===== config.mk =====
export PLATFORM = sky130hd
export DESIGN_NAME = xml_entity_decoder_flat
export DESIGN_NICKNAME = d
export VERILOG_FILES = /design/src/sv/xed_pkg.sv /design/src/sv/xed_in_if.sv /design/src/sv/xed_out_if.sv /design/src/sv/xml_entity_decoder.sv /design/src/flat_wrapper.sv
export SDC_FILE = /design/constraint.sdc
export NUM_CORES = 1
export LEC_CHECK = 0
export ABC_CLOCK_PERIOD_IN_PS = 11100
export BUFFER_PORTS_ARGS = -buffer_cell sky130_fd_sc_hd__buf_2
export CAP_MARGIN = 20
export CELL_PAD_IN_SITES_DETAIL_PLACEMENT = 2
export CELL_PAD_IN_SITES_GLOBAL_PLACEMENT = 2
export CORE_UTILIZATION = 40
export DETAILED_ROUTE_END_ITERATION = 8
export GPL_ROUTABILITY_DRIVEN = 0
export PLACE_DENSITY_LB_ADDON = 0.15
export SKIP_CTS_REPAIR_TIMING = 1
export SYNTH_ARGS = -nofsm -noshare
export SYNTH_HDL_FRONTEND = slang
export SYNTH_SLANG_ARGS = --single-unit

===== constraint.sdc =====
create_clock -name i_clk -period 11.1 [get_ports i_clk]
set_input_delay 1.11 -clock i_clk [delete_from_list [all_inputs] [get_ports i_clk]]
set_output_delay 1.11 -clock i_clk [all_outputs]
set_load 0.02 [all_outputs]

===== src/sv/xed_pkg.sv =====
// Package for the XML entity decoder: byte type, parse mode codes,
// whitespace codes and the table of named entities.
// Depends on nothing; only the decoder top level imports it.
package xed_pkg;

    typedef logic [7:0] t_byte;

    localparam int RES_MAX    = 7;
    localparam int HOLD_DEPTH = 4;
    localparam int NAME_COUNT = 5;
    localparam int NAME_SLOTS = 8;

    localparam logic [2:0] MODE_LEAD = 3'd0;
    localparam logic [2:0] MODE_TEXT = 3'd1;
    localparam logic [2:0] MODE_AMP  = 3'd2;
    localparam logic [2:0] MODE_HASH = 3'd3;
    localparam logic [2:0] MODE_DEC  = 3'd4;
    localparam logic [2:0] MODE_HEX  = 3'd5;

    localparam t_byte CH_SPACE = 8'h20;
    localparam t_byte CH_CR    = 8'h0d;
    localparam t_byte CH_LF    = 8'h0a;
    localparam t_byte CH_TAB   = 8'h09;
    localparam t_byte CH_AMP   = 8'h26;
    localparam t_byte CH_HASH  = 8'h23;
    localparam t_byte CH_X     = 8'h78;

    // Names after the ampersand, zero padded, with their lengths and results.
    localparam t_byte ENT_NAME [NAME_COUNT][NAME_SLOTS] = '{
        '{8'h61, 8'h6d, 8'h70, 8'h3b, 8'h00, 8'h00, 8'h00, 8'h00},
        '{8'h6c, 8'h74, 8'h3b, 8'h00, 8'h00, 8'h00, 8'h00, 8'h00},
        '{8'h67, 8'h74, 8'h3b, 8'h00, 8'h00, 8'h00, 8'h00, 8'h00},
        '{8'h71, 8'h75, 8'h6f, 8'h74, 8'h3b, 8'h00, 8'h00, 8'h00},
        '{8'h61, 8'h70, 8'h6f, 8'h73, 8'h3b, 8'h00, 8'h00, 8'h00}
    };
    localparam logic [2:0] ENT_LEN [NAME_COUNT] = '{3'd4, 3'd3, 3'd3, 3'd5, 3'd5};
    localparam t_byte ENT_CHAR [NAME_COUNT] = '{8'h26, 8'h3c, 8'h3e, 8'h22, 8'h27};

endpackage


===== src/sv/xed_in_if.sv =====
// Input channel of the XML entity decoder: one raw text word per handshake.
// Standalone; no package is needed.
interface xed_in_if;
    logic       valid;
    logic       ready;
    logic [7:0] in_byte;
    logic       in_last;

    modport source (output valid, output in_byte, output in_last, input ready);
    modport sink (input valid, input in_byte, input in_last, output ready);
endinterface


===== src/sv/xed_out_if.sv =====
// Output channel of the XML entity decoder: one decoded word per handshake.
// Standalone; no package is needed.
interface xed_out_if;
    logic       valid;
    logic       ready;
    logic [7:0] out_byte;
    logic       has_byte;
    logic       out_last;

    modport source (output valid, output out_byte, output has_byte, output out_last,
                    input ready);
    modport sink (input valid, input out_byte, input has_byte, input out_last,
                  output ready);
endinterface


===== src/sv/xml_entity_decoder.sv =====
// XML entity decoder top level: input register, parse logic, result buffer.
// Depends on xed_pkg, xed_in_if and xed_out_if.
//
// Channel   Port    Dir  Word
// input     i_in    in   in_byte[7:0], in_last
// output    o_out   out  out_byte[7:0], has_byte, out_last
//
// An input word is taken into an input register and parsed from there into a
// result buffer of up to seven words; parsing waits until the buffer is empty
// or its last word is leaving. The output port drains the buffer one word per
// cycle while o_out.ready is high, so a word with several results holds the
// parser until they drain; words with zero or one result go one per ready cycle.
// Reset is synchronous and active low; it returns the parser to the
// leading-whitespace state and empties both registers.
module xml_entity_decoder
    import xed_pkg::*;
(
    input  logic       i_clk,
    input  logic       i_rst_n,
    xed_in_if.sink     i_in,
    xed_out_if.source  o_out
);

    logic       r_in_v;
    t_byte      r_in_byte;
    logic       r_in_last;

    logic [2:0] r_mode, n_mode;
    t_byte      r_ebuf [HOLD_DEPTH];
    t_byte      n_ebuf [HOLD_DEPTH];
    logic [2:0] r_ecnt, n_ecnt;
    t_byte      r_acc, n_acc;
    logic       r_space, n_space;

    t_byte      r_ob [RES_MAX];
    t_byte      n_ob [RES_MAX];
    logic [2:0] r_ocnt, n_ocnt;
    logic [2:0] r_ordx;
    logic       r_ohas, n_ohas;
    logic       r_olast;

    logic       adv;
    logic       out_fire;
    logic       in_fire;

    logic       do_text;
    logic       do_num;
    logic       num_hex;
    logic       is_digit;
    logic [3:0] digit;
    logic       full_hit;
    logic       part_hit;
    t_byte      full_char;
    logic       name_ok;

    assign out_fire = (r_ocnt != 3'd0) && o_out.ready;
    assign adv      = r_in_v && ((r_ocnt == 3'd0) || ((r_ocnt == 3'd1) && o_out.ready));
    assign i_in.ready = !r_in_v || adv;
    assign in_fire  = i_in.valid && i_in.ready;

    assign o_out.valid    = (r_ocnt != 3'd0);
    assign o_out.out_byte = r_ob[r_ordx];
    assign o_out.has_byte = r_ohas;
    assign o_out.out_last = r_olast && (r_ocnt == 3'd1);

    // Named entity match against the held prefix and the current byte.
    always_comb begin
        full_hit  = 1'b0;
        part_hit  = 1'b0;
        full_char = 8'h00;
        name_ok   = 1'b0;
        for (int e = 0; e < NAME_COUNT; e++) begin
            name_ok = (r_ecnt < ENT_LEN[e]) && (ENT_NAME[e][r_ecnt] == r_in_byte);
            for (int i = 0; i < HOLD_DEPTH; i++) begin
                if ((3'(i) < r_ecnt) && (r_ebuf[i] != ENT_NAME[e][i])) begin
                    name_ok = 1'b0;
                end
            end
            if (name_ok && !full_hit) begin
                if ((r_ecnt + 3'd1) == ENT_LEN[e]) begin
                    full_hit  = 1'b1;
                    full_char = ENT_CHAR[e];
                end else begin
                    part_hit = 1'b1;
                end
            end
        end
    end

    always_comb begin
        n_mode  = r_mode;
        n_ebuf  = r_ebuf;
        n_ecnt  = r_ecnt;
        n_acc   = r_acc;
        n_space = r_space;
        n_ocnt  = 3'd0;
        n_ohas  = 1'b1;
        do_text = 1'b0;
        do_num  = 1'b0;
        num_hex = 1'b0;
        for (int k = 0; k < RES_MAX; k++) begin
            n_ob[k] = 8'h00;
        end

        case (r_mode)
            MODE_AMP: begin
                if ((r_ecnt == 3'd0) && (r_in_byte == CH_HASH)) begin
                    n_mode = MODE_HASH;
                    n_acc  = 8'h00;
                end else if (full_hit) begin
                    n_ob[n_ocnt] = full_char;
                    n_ocnt       = n_ocnt + 3'd1;
                    n_ecnt       = 3'd0;
                    n_mode       = MODE_TEXT;
                end else if (part_hit) begin
                    n_ebuf[r_ecnt[1:0]] = r_in_byte;
                    n_ecnt              = r_ecnt + 3'd1;
                end else begin
                    n_ob[n_ocnt] = CH_AMP;
                    n_ocnt       = n_ocnt + 3'd1;
                    for (int i = 0; i < HOLD_DEPTH; i++) begin
                        if (3'(i) < r_ecnt) begin
                            n_ob[n_ocnt] = r_ebuf[i];
                            n_ocnt       = n_ocnt + 3'd1;
                        end
                    end
                    n_ecnt  = 3'd0;
                    n_mode  = MODE_TEXT;
                    do_text = 1'b1;
                end
            end
            MODE_HASH: begin
                if (r_in_byte == CH_X) begin
                    n_mode = MODE_HEX;
                end else begin
                    n_mode = MODE_DEC;
                    do_num = 1'b1;
                end
            end
            MODE_DEC: begin
                do_num = 1'b1;
            end
            MODE_HEX: begin
                do_num  = 1'b1;
                num_hex = 1'b1;
            end
            default: begin
                do_text = 1'b1;
            end
        endcase

        is_digit = 1'b0;
        digit    = 4'd0;
        if (r_in_byte inside {[8'h30:8'h39]}) begin
            is_digit = 1'b1;
            digit    = r_in_byte[3:0];
        end else if (num_hex && (r_in_byte inside {[8'h61:8'h66], [8'h41:8'h46]})) begin
            is_digit = 1'b1;
            digit    = r_in_byte[3:0] + 4'd9;
        end

        if (do_num) begin
            if (is_digit) begin
                if (num_hex) begin
                    n_acc = {r_acc[3:0], 4'd0} + {4'd0, digit};
                end else begin
                    n_acc = {r_acc[4:0], 3'd0} + {r_acc[6:0], 1'b0} + {4'd0, digit};
                end
            end else begin
                n_ob[n_ocnt] = r_acc;
                n_ocnt       = n_ocnt + 3'd1;
                n_mode       = MODE_TEXT;
            end
        end

        if (do_text) begin
            if (r_in_byte inside {CH_SPACE, CH_CR, CH_LF, CH_TAB}) begin
                if (n_mode != MODE_LEAD) begin
                    n_space = 1'b1;
                end
            end else begin
                if (n_space) begin
                    n_ob[n_ocnt] = CH_SPACE;
                    n_ocnt       = n_ocnt + 3'd1;
                    n_space      = 1'b0;
                end
                if (r_in_byte == CH_AMP) begin
                    n_mode = MODE_AMP;
                    n_ecnt = 3'd0;
                end else begin
                    n_mode       = MODE_TEXT;
                    n_ob[n_ocnt] = r_in_byte;
                    n_ocnt       = n_ocnt + 3'd1;
                end
            end
        end

        if (r_in_last) begin
            if (n_mode == MODE_AMP) begin
                n_ob[n_ocnt] = CH_AMP;
                n_ocnt       = n_ocnt + 3'd1;
                for (int i = 0; i < HOLD_DEPTH; i++) begin
                    if (3'(i) < n_ecnt) begin
                        n_ob[n_ocnt] = n_ebuf[i];
                        n_ocnt       = n_ocnt + 3'd1;
                    end
                end
            end else if ((n_mode == MODE_HASH) || (n_mode == MODE_DEC)
                         || (n_mode == MODE_HEX)) begin
                n_ob[n_ocnt] = n_acc;
                n_ocnt       = n_ocnt + 3'd1;
            end
            n_mode  = MODE_LEAD;
            n_ecnt  = 3'd0;
            n_acc   = 8'h00;
            n_space = 1'b0;
            if (n_ocnt == 3'd0) begin
                n_ob[0] = 8'h00;
                n_ocnt  = 3'd1;
                n_ohas  = 1'b0;
            end
        end
    end

    always_ff @(posedge i_clk) begin
        if (!i_rst_n) begin
            r_in_v  <= 1'b0;
            r_mode  <= MODE_LEAD;
            r_ecnt  <= 3'd0;
            r_acc   <= 8'h00;
            r_space <= 1'b0;
            r_ocnt  <= 3'd0;
            r_ordx  <= 3'd0;
        end else begin
            if (in_fire) begin
                r_in_v <= 1'b1;
            end else if (adv) begin
                r_in_v <= 1'b0;
            end
            if (adv) begin
                r_mode  <= n_mode;
                r_ecnt  <= n_ecnt;
                r_acc   <= n_acc;
                r_space <= n_space;
                r_ocnt  <= n_ocnt;
                r_ordx  <= 3'd0;
            end else if (out_fire) begin
                r_ocnt <= r_ocnt - 3'd1;
                r_ordx <= r_ordx + 3'd1;
            end
        end
    end

    always_ff @(posedge i_clk) begin
        if (in_fire) begin
            r_in_byte <= i_in.in_byte;
            r_in_last <= i_in.in_last;
        end
        if (adv) begin
            r_ebuf  <= n_ebuf;
            r_ob    <= n_ob;
            r_ohas  <= n_ohas;
            r_olast <= r_in_last;
        end
    end

    // The parser only loads the buffer when it is empty or its last word is leaving.
    a_no_overwrite: assert property (@(posedge i_clk) disable iff (!i_rst_n)
        adv |-> ((r_ocnt == 3'd0) || ((r_ocnt == 3'd1) && o_out.ready)))
        else $error("result buffer overwritten while words are pending");

    // An empty result word only appears as the end of a string.
    a_empty_is_end: assert property (@(posedge i_clk) disable iff (!i_rst_n)
        (o_out.valid && !o_out.has_byte) |-> o_out.out_last)
        else $error("empty result word without end marker");

    // A string end returns the parser to its reset state.
    a_end_resets: assert property (@(posedge i_clk) disable iff (!i_rst_n)
        ($past(i_rst_n) && $past(adv) && $past(r_in_last)) |->
        ((r_mode == MODE_LEAD) && (r_ecnt == 3'd0) && !r_space && (r_acc == 8'h00)))
        else $error("parser state not cleared at end of string");

    // A held entity prefix never exceeds the longest name minus its terminator.
    a_prefix_bound: assert property (@(posedge i_clk) disable iff (!i_rst_n)
        r_ecnt <= 3'(HOLD_DEPTH))
        else $error("entity prefix count out of range");

    // The read index plus the remaining count never runs past the buffer.
    a_read_bound: assert property (@(posedge i_clk) disable iff (!i_rst_n)
        o_out.valid |-> (({1'b0, r_ordx} + {1'b0, r_ocnt}) <= 4'(RES_MAX)))
        else $error("result read beyond buffer");

endmodule

===== src/flat_wrapper.sv =====
// flat-port wrapper written by rule: the top's interface ports become plain ports
module xml_entity_decoder_flat import xed_pkg::*;
  (i_clk, i_rst_n, i_in_valid, i_in_in_byte, i_in_in_last, i_in_ready, o_out_valid, o_out_out_byte, o_out_has_byte, o_out_out_last, o_out_ready);
  xed_in_if i_in_i ();
  xed_out_if o_out_i ();
  input  logic i_clk;
  input  logic i_rst_n;
  input wire logic [$bits(i_in_i.valid)-1:0] i_in_valid;
  input wire logic [$bits(i_in_i.in_byte)-1:0] i_in_in_byte;
  input wire logic [$bits(i_in_i.in_last)-1:0] i_in_in_last;
  output wire logic [$bits(i_in_i.ready)-1:0] i_in_ready;
  output wire logic [$bits(o_out_i.valid)-1:0] o_out_valid;
  output wire logic [$bits(o_out_i.out_byte)-1:0] o_out_out_byte;
  output wire logic [$bits(o_out_i.has_byte)-1:0] o_out_has_byte;
  output wire logic [$bits(o_out_i.out_last)-1:0] o_out_out_last;
  input wire logic [$bits(o_out_i.ready)-1:0] o_out_ready;
  assign i_in_i.valid = i_in_valid;
  assign i_in_i.in_byte = i_in_in_byte;
  assign i_in_i.in_last = i_in_in_last;
  assign i_in_ready = i_in_i.ready;
  assign o_out_valid = o_out_i.valid;
  assign o_out_out_byte = o_out_i.out_byte;
  assign o_out_has_byte = o_out_i.has_byte;
  assign o_out_out_last = o_out_i.out_last;
  assign o_out_i.ready = o_out_ready;
  xml_entity_decoder u_core (.i_clk(i_clk), .i_rst_n(i_rst_n), .i_in(i_in_i), .o_out(o_out_i));
endmodule

==> impl_metrics.tcl, run 1 <==
set metrics [dict create \
    drive_gt1_share_pct 12.1 \
    reg2regPathDepth 40 \
    tightest_slew_ns 1.23 \
    synthMuxAreaShare_pct 6.57 \
    crit_fanout 18 \
    synthFlopType "edfxtp_1" \
    drv_slew 0 \
    cp.required_ns 11.29 \
    dp_hpwl_mm 45.6 \
    numCtsBuffers 17 \
    ys_ff_latch 121 \
    first_global_vias 13200 \
    synth_edf_count 99 \
    r2r_slack_ns 0.58 \
    grt_pass1_wl_mm 91.0 \
    fmax_ghz 0.0950 \
    grt_max_degree 73 \
    sequentialPowerShare_pct 39.0 \
    p_clk_share_pct 33.5 \
    p_int_w 0.00105 \
    root_buffer "clkbuf_16" \
    top_layer_used "met5" \
    clock-sinks 121 \
    drtIter0Drc 2007 \
    syn-cell-area_um2 11700 \
    die_h_um 173 \
    yosysWarnings 0 \
    finalCritPeriodShare_pct 94.8 \
    syn_nets 1447 \
    combPwrFrac_pct 27.5 \
    syn_avg_cell_area_um2 8.42 \
    grt-ovfl-total 0 \
    crit_arrival_ns 10.72 \
    cp_common_cell "ha_1" \
    leakagePower_nw 4.56 \
    wl_met3_mm 7.61 \
    cts_tree "built" \
    drc_errors 0 \
    num-nets-final 1436 \
    synthToLayoutAreaGrowth_pct 9.07 \
    synthSimpleGateAreaFrac_pct 21.4 \
    setup_viol 0 \
    clk_path_buf_depth 2 \
    final.setup.tns_ns 0 \
    ys_seq_area_share_pct 29.1 \
    synthAdderAreaFrac_pct 4.28 \
    dieArea_um2 30000 \
    endpoint_kind "register" \
    cp-start-kind "register" \
    met1_length_mm 24.6 \
    place.port_buffers 24 \
    die_w_um 173 \
    finClkSkew_ns 0.0131 \
    antenna_found_initial 3 \
    hold_start "u_core.r_acc[7]" \
    timing.rr.end "u_core.r_ob[53]" \
    finalCriticalPeriod_ns 10.52 \
    start_util_pct 40.8 \
    slew_headroom_pct 17.9 \
    crit_buf_inv 6 \
    rsz0062_at_grt "no" \
    wl_met2_mm 26.8 \
    clk_latency_ns 0.44 \
    crit_type "reg -> reg" \
    sw_frac_of_total_pct 40.7 \
    rows 62 \
    vias 13200 \
    place_ws_ns 0.759 \
    peakVddDrop_mv 0.116 \
    core-area_um2 28800 \
    whs_path_depth 2 \
    crit_family "simple AND/OR/NAND/NOR gates" \
    power_per_cell_area_nw_per_um2 139 \
    synthXorXnorAreaFrac_pct 3.46 \
    slowest_delay_ns 0.54 \
    clk_pin_slew_ns 0.07 \
    hold_viol_final 0 \
    synth_cell_types 105 \
    synth_compound_area_share_pct 29.8 \
    max-cap-violations 0 \
    wl_mm 62.3 \
    synthTopCellsByArea "edfxtp_1 25%, nand2_1 4.8%, mux2i_1 4.3%" \
    htreeDepth 4 \
    grt_usage_pct 41.2 \
    first_pass_iters 8 \
    status "finished, final reports clean" \
    yosys-top-cells-count "150 x nand2_1, 123 x nor2_1, 99 x edfxtp_1, 99 x o21ai_0, 97 x a21oi_1" \
    ant_nets 0 \
    synthArstFlopShare_pct 0 \
    r2r-start "u_core.r_ecnt[1]" \
    p_switching_w 0.000722 \
    boundaryPins 25 \
    fin_ws_ns 0.577 \
    synth_most_common_cell "nand2_1" \
    wl_per_cell_um 34.9 \
    worst_path_max_delay_cell "ha_1" \
    syn_inst 1395 \
    min_to "u_core.r_acc[7]" \
    viasPerCell 7.39 \
    synth_top_family_by_area "compound AO/OA/AOI/OAI gates" \
    hp-class "reg -> reg" \
    synth_top_area_share_pct 25.3 \
    synth_largest_area_cell "edfxtp_1" \
]
==> worst max-delay path by stage <==
| stage | start | to | slack (ns) | cells after the start |
|---|---|---|---|---|
| after floorplan | u_core.r_ecnt[0] | u_core.r_ob[53] | 2.03 | 44 |
| after global placement | u_core.r_ecnt[1] | u_core.r_ob[53] | 1.22 | 39 |
| after detailed placement | u_core.r_ecnt[1] | u_core.r_ob[53] | 0.76 | 39 |
| after CTS | u_core.r_ecnt[1] | u_core.r_ob[53] | 0.69 | 39 |
| after global routing | u_core.r_ecnt[1] | u_core.r_ob[53] | 0.02 | 39 |
| final | u_core.r_ecnt[1] | u_core.r_ob[53] | 0.58 | 40 |
==> placed cells by master (no fill, tap or decap), types with 19 or more instances in the layout <==
cell      instances
edfxtp_1         99
and2_1           19
nand2_1         150
o22ai_1          29
ha_1             37
xnor2_1          24
nor2_1          121
a221o_1          20
o21ai_0          99
mux2i_1          50
a221oi_1         22
dfxtp_1          22
inv_1            53
a211oi_1         34
nand3_1          36
buf_4            36
buf_2            26
a21oi_1          97
nor3_1           25
==> cells by family (layout without fill, tap and decap cells) <==
logic type / after synthesis / count (layout)
adder cells (fa/ha/maj): 39 / 39
AO/OA/AOI/OAI: 495 / 495
other: 0 / 2
AND/OR/NAND/NOR: 486 / 486
multiplexers: 66 / 66
flip-flops: 121 / 121
XOR/XNOR: 40 / 40
buffers and inverters: 148 / 150
==> worst reg2reg max path, delay by kind of cell (launching register included) <==
kind                       cells  cell delay (ns)
adders and majority gates      8             2.72
muxes                          1             0.19
and+or+nand+nor               14             3.11
buffers and inverters          6             1.07
DFF                            1             0.43
AOI/OAI and AO/OA              9             2.13
xor gates and xnor gates       2             0.60
==> power groups by stage <==
stage / clock, W / sequential, W / combinational (W)
floorplan: 0 / 0.000634 / 0.000313
global route: 0.000605 / 0.000691 / 0.000512
finish: 0.000594 / 0.000691 / 0.000489
global placement: 0 / 0.000684 / 0.000451
CTS: 0.000590 / 0.000683 / 0.000476
detailed placement: 0 / 0.000692 / 0.000472
==> area by class of cell <==
| cell class | count | area, µm² |
|---|---|---|
| fillers | 3224 | 16000 |
| clock buffers | 17 | 425 |
| well taps | 384 | 480 |
| inverters | 56 | 211 |
| multi-input cells | 1126 | 7710 |
| clock inverters | 15 | 156 |
| flip-flops and latches | 121 | 3410 |
| diodes | 2 | 5.00 |
| repair buffers | 62 | 400 |
==> stage by stage <==
step | cell area [µm²] | total power [W] | hold WS (ns) | instances | util, %
2_1_floorplan | 11700 | 0.000947 | 0.447 | 1395 | -
3_3_place_gp | 12200 | 0.00114 | 0.474 | 1747 | 42.3
3_5_place_dp | 12200 | 0.00116 | 0.498 | 1747 | 42.3
4_1_cts | 12800 | 0.00175 | 0.508 | 1779 | 44.4
5_1_grt | 12800 | 0.00181 | 0.550 | 1781 | 44.5
6_report | 12800 | 0.00177 | 0.504 | 1783 | 44.5
==> metal layers <==
| metal | up-vias | track usage, % |
|---|---|---|
| li1 | 5349 | - |
| met1 | 6588 | 55.2 |
| met2 | 991 | 62.2 |
| met3 | 236 | 9.87 |
| met4 | 4 | 19.6 |
| met5 | - | 0 |
==> sequential cells by signal, indices dropped and copies added, names as in the netlist, 3 cells and up <==
| register | flops |
|---|---|
| u_core.r_ecnt | 3 |
| u_core.r_ebuf | 32 |
| u_core.r_in_byte | 8 |
| u_core.r_ocnt | 3 |
| u_core.r_acc | 8 |
| u_core.r_mode | 3 |
| u_core.r_ordx | 3 |
| u_core.r_ob | 56 |
(Power assumes the default switching activity.)
==> run 2: changes to the inputs <==
--- a/config.mk
+++ b/config.mk
@@ -8,7 +8,7 @@
 export ABC_CLOCK_PERIOD_IN_PS = 11100
 export BUFFER_PORTS_ARGS = -buffer_cell sky130_fd_sc_hd__buf_2
 export CAP_MARGIN = 20
-export CELL_PAD_IN_SITES_DETAIL_PLACEMENT = 2
+export CELL_PAD_IN_SITES_DETAIL_PLACEMENT = 0
 export CELL_PAD_IN_SITES_GLOBAL_PLACEMENT = 2
 export CORE_UTILIZATION = 40
 export DETAILED_ROUTE_END_ITERATION = 8
==> impl_metrics.tcl, run 2 (synthesized netlist as in run 1, its figures left out) <==
set metrics [dict create \
    status "finished, final reports clean" \
    rows 62 \
    finalCritPeriodShare_pct 92.2 \
    setup_viol 0 \
    antenna_found_initial 0 \
    largest_register_ff_count 56 \
    rsz0062_at_grt "no" \
    core-area_um2 28800 \
    tightest_slew_ns 1.17 \
    drc_errors 0 \
    power_per_cell_area_nw_per_um2 132 \
    reg2regPathDepth 39 \
    slowest_delay_ns 0.54 \
    design_area_um2 12800 \
    final_common_cell "nand2_1" \
    place_area_um2 12200 \
    root_buffer "clkbuf_16" \
    cp.required_ns 11.29 \
    drtIter0Drc 2024 \
    start_util_pct 40.8 \
    clock-sinks 121 \
    peakVddDrop_mv 0.121 \
    finClkSkew_ns 0.0125 \
    grt-ovfl-total 0 \
    num-nets-final 1436 \
    cp_common_cell "ha_1" \
    drv_slew 0 \
    leakagePower_nw 4.53 \
    cts_tree "built" \
    finalCriticalPeriod_ns 10.24 \
    numCtsBuffers 17 \
    clk_pin_slew_ns 0.07 \
    die_h_um 173 \
    hp-class "reg -> reg" \
    clk_path_buf_depth 2 \
    ant_nets 0 \
    final_util_pct 44.3 \
    viasPerCell 6.93 \
    crit_arrival_ns 10.43 \
    vias 12400 \
    grt_pass1_wl_mm 78.4 \
    hold_viol_final 0 \
    worst_path_max_delay_cell "a221oi_2" \
    whs_path_depth 2 \
    drive_gt1_share_pct 11.6 \
    finalPower_w 0.00169 \
    clk_latency_ns 0.44 \
    grt_max_degree 73 \
    r2r_slack_ns 0.86 \
    boundaryPins 25 \
    first_pass_iters 6 \
    final.setup.tns_ns 0 \
    grt_usage_pct 35.6 \
    dp.cells 1747 \
    htreeDepth 4 \
    regMostFlops "u_core.r_ob" \
    crit_fanout 18 \
    first_global_vias 11500 \
    stdcell_count 1783 \
    cp-start-kind "register" \
    dieArea_um2 30000 \
    layout_common_cells "150 x nand2_1, 121 x nor2_1, 99 x o21ai_0, 99 x edfxtp_1, 97 x a21oi_1" \
    wl_per_cell_um 30.1 \
    synthToLayoutAreaGrowth_pct 8.61 \
    top_regs "u_core.r_ob x56, u_core.r_ebuf x32" \
    dp_hpwl_mm 40.3 \
    endpoint_kind "register" \
    place.port_buffers 24 \
    slew_headroom_pct 22.1 \
    fmax_ghz 0.0977 \
    max-cap-violations 0 \
    die_w_um 173 \
    wl_mm 53.6 \
    crit_type "reg -> reg" \
]
## run 2: cell count changes in the layout (fill, tap and decap cells not counted), sizes merged
| cell | delta |
|---|---|
| inv | -5 |
| clkinvlp | +2 |
| clkbuf | +1 |
| buf | -1 |
| clkinv | +3 |
## run 2: final cells by class
class | instances | area (µm²)
diodes | 2 | 5.00
clock inverters | 15 | 123
well taps | 384 | 480
inverters | 56 | 211
fillers | 2891 | 16000
repair buffers | 62 | 403
multi-input cells | 1126 | 7690
flip-flops and latches | 121 | 3410
clock buffers | 17 | 425
## run 2: per-layer routing
layer | track usage [%] | wire (µm) | vias to the layer above
met4 | 17.6 | 2750 | 0
met5 | 0 | 0 | -
met1 | 49.8 | 22500 | 5967
met2 | 50.7 | 21900 | 875
met3 | 9.01 | 6510 | 172
li1 | - | - | 5336
## run 2: report_power, final
part	total, W	internal (W)	switching, W	leakage [nW]
combinational	0.000460	0.000137	0.000323	3.19
clock	0.000544	0.000307	0.000237	0.255
sequential	0.000683	0.000596	0.0000870	1.08
## run 2: path summary, 6_finish.rpt
path | startpoint | end
max | u_core.r_ecnt[1] | u_core.r_ob[53]
min | u_core.r_acc[7] | u_core.r_acc[7]
max reg2reg | u_core.r_ecnt[1] | u_core.r_ob[53]
min reg2reg | u_core.r_acc[7] | u_core.r_acc[7]
## run 2: through the flow
step | setup WS [ns] | hold slack (ns)
global placement | 1.22 | 0.474
CTS | 1.02 | 0.491
global route | 0.235 | 0.554
finish | 0.863 | 0.490
floorplan | 2.03 | 0.447
detailed placement | 1.09 | 0.479
## run 2: critical path, delay by kind of cell (launching register included)
| kind | cells | cell delay [ns] |
|---|---|---|
| simple gates | 13 | 2.58 |
| buf+inv | 6 | 1.05 |
| compound gates | 10 | 2.72 |
| fa+ha+maj | 8 | 2.69 |
| flops | 1 | 0.42 |
| mux | 1 | 0.16 |
| xor+xnor | 1 | 0.35 |
==> run 3: changes to the inputs <==
--- a/config.mk
+++ b/config.mk
@@ -13,6 +13,7 @@
 export CORE_UTILIZATION = 40
 export DETAILED_ROUTE_END_ITERATION = 8
 export GPL_ROUTABILITY_DRIVEN = 0
+export GPL_TIMING_DRIVEN = 0
 export PLACE_DENSITY_LB_ADDON = 0.15
 export SKIP_CTS_REPAIR_TIMING = 1
 export SYNTH_ARGS = -nofsm -noshare
==> impl_metrics.tcl, run 3 (synthesized netlist as in run 1, its figures left out) <==
set metrics [dict create \
    die_w_um 173 \
    r2r-start "u_core.r_ecnt[0]" \
    fin_ws_ns 0.312 \
    finalPower_w 0.00176 \
    tightest_slew_ns 1.21 \
    hold_start "u_core.r_acc[7]" \
    p_clk_share_pct 33.0 \
    drc_errors 0 \
    numCtsBuffers 17 \
    startpoint "u_core.r_ecnt[0]" \
    boundaryPins 25 \
    rsz0062_at_grt "no" \
    cp-start-kind "register" \
    crit_arrival_ns 10.92 \
    core-area_um2 28800 \
    grt-ovfl-total 0 \
    max-cap-violations 0 \
    die_h_um 173 \
    slew_headroom_pct 18.7 \
    busiest_layer "met2" \
    status "finished, final reports clean" \
    synthToLayoutAreaGrowth_pct 12.2 \
    cp_common_cell "ha_1" \
    whs_path_depth 2 \
    grt_usage_pct 36.3 \
    grt_pass1_wl_mm 79.5 \
    wl_mm 55.2 \
    regMostFlops "u_core.r_ob" \
    leakagePower_nw 4.70 \
    fmax_ghz 0.0927 \
    p_switching_w 0.000677 \
    htreeDepth 4 \
    use_met3_pct 11.2 \
    use_met1_pct 50.5 \
    root_buffer "clkbuf_16" \
    dp_hpwl_mm 42.8 \
    ant_nets 0 \
    clock-sinks 121 \
    first_global_vias 11500 \
    power_per_cell_area_nw_per_um2 133 \
    peakVddDrop_mv 0.128 \
    reg2regPathDepth 44 \
    dieArea_um2 30000 \
    slowest_delay_ns 0.65 \
    sequentialPowerShare_pct 36.5 \
    clk_pin_slew_ns 0.07 \
    finalCritPeriodShare_pct 97.2 \
    antenna_found_initial 0 \
    first_pass_iters 6 \
    worst_path_max_delay_cell "nor3_1" \
    p_int_w 0.00108 \
    sw_frac_of_total_pct 38.5 \
    endpoint_kind "register" \
    rows 62 \
    largest_register_ff_count 56 \
    start_util_pct 40.8 \
    grt_max_degree 74 \
    place.port_buffers 23 \
    final_common_cell "nand2_1" \
    drive_gt1_share_pct 12.8 \
    layout_common_cells "150 x nand2_1, 123 x nor2_1, 99 x edfxtp_1" \
    setup_viol 0 \
    viasPerCell 6.81 \
    grt_util_met2_pct 51.0 \
    cts_tree "built" \
    num-nets-final 1502 \
    place_ws_ns -0.290 \
    crit_type "reg -> reg" \
    vias 12600 \
    finalCriticalPeriod_ns 10.79 \
    hold_viol_final 0 \
    cp.required_ns 11.23 \
    crit_fanout 11 \
    clk_latency_ns 0.44 \
    finClkSkew_ns 0.00990 \
    hp-class "reg -> reg" \
    drv_slew 0 \
    clk_path_buf_depth 2 \
    wl_per_cell_um 29.9 \
    drtIter0Drc 1982 \
    combPwrFrac_pct 30.5 \
    top_regs "u_core.r_ob x56, u_core.r_ebuf x32" \
]
## run 3: cell count changes in the layout (fill, tap and decap cells not counted), sizes merged
cell | before | now
buf | 61 | 77
bufinv | 1 | 2
clkbuf | 18 | 69
clkinvlp | 4 | 1
inv | 60 | 61
## run 3: final cells by class
| type | instances | area, µm² |
|---|---|---|
| fill | 2916 | 15600 |
| multi-input combinational | 1126 | 7770 |
| timing repair buffer | 37 | 256 |
| sequential | 121 | 3410 |
| tap | 384 | 480 |
| buffer | 91 | 440 |
| clock inverter | 14 | 161 |
| inverter | 56 | 216 |
| antenna | 2 | 5.00 |
| clock buffer | 18 | 429 |
## run 3: worst paths after layout
path                endpoint  slack [ns]
min reg2reg  u_core.r_acc[7]        0.52
max          u_core.r_ob[52]        0.31
max reg2reg  u_core.r_ob[52]        0.31
min          u_core.r_acc[7]        0.52
## run 3: worst max-delay path, delay by kind of cell, from the launching register on
family                     cells  cell delay (ns)
AOI/OAI and AO/OA             11             2.17
xor gates and xnor gates       1             0.41
adders and majority gates      8             2.44
buffers and inverters         10             1.95
DFF                            1             0.39
and+or+nand+nor               14             3.12
## run 3: power groups by stage
stage / clock network (W) / registers [W] / logic, W
floorplan: 0 / 0.000634 / 0.000313
global placement: 0 / 0.000656 / 0.000498
detailed placement: 0 / 0.000648 / 0.000510
CTS: 0.000580 / 0.000638 / 0.000511
global route: 0.000594 / 0.000647 / 0.000563
finish: 0.000579 / 0.000641 / 0.000536
## run 3: metal layers
metal,share of wire [%],vias up,routed length (µm)
li1,-,5488,-
met1,42,6073,23400
met2,40,887,22300
met3,13,151,7080
met4,4.5,0,2460
met5,0,-,0
## run 3: per-stage QoR
stage | instance area (µm²) | TNS, ns | hold WS [ns] | utilization [%] | std cells
4_1_cts | 13000 | -2.39 | 0.521 | 45.1 | 1839
6_report | 13200 | 0 | 0.516 | 45.8 | 1849
3_3_place_gp | 12300 | -2.37 | 0.501 | 42.9 | 1802
2_1_floorplan | 11700 | 0 | 0.447 | - | 1395
5_1_grt | 13200 | 0 | 0.555 | 45.8 | 1847
3_5_place_dp | 12400 | -1.72 | 0.512 | 43.1 | 1807
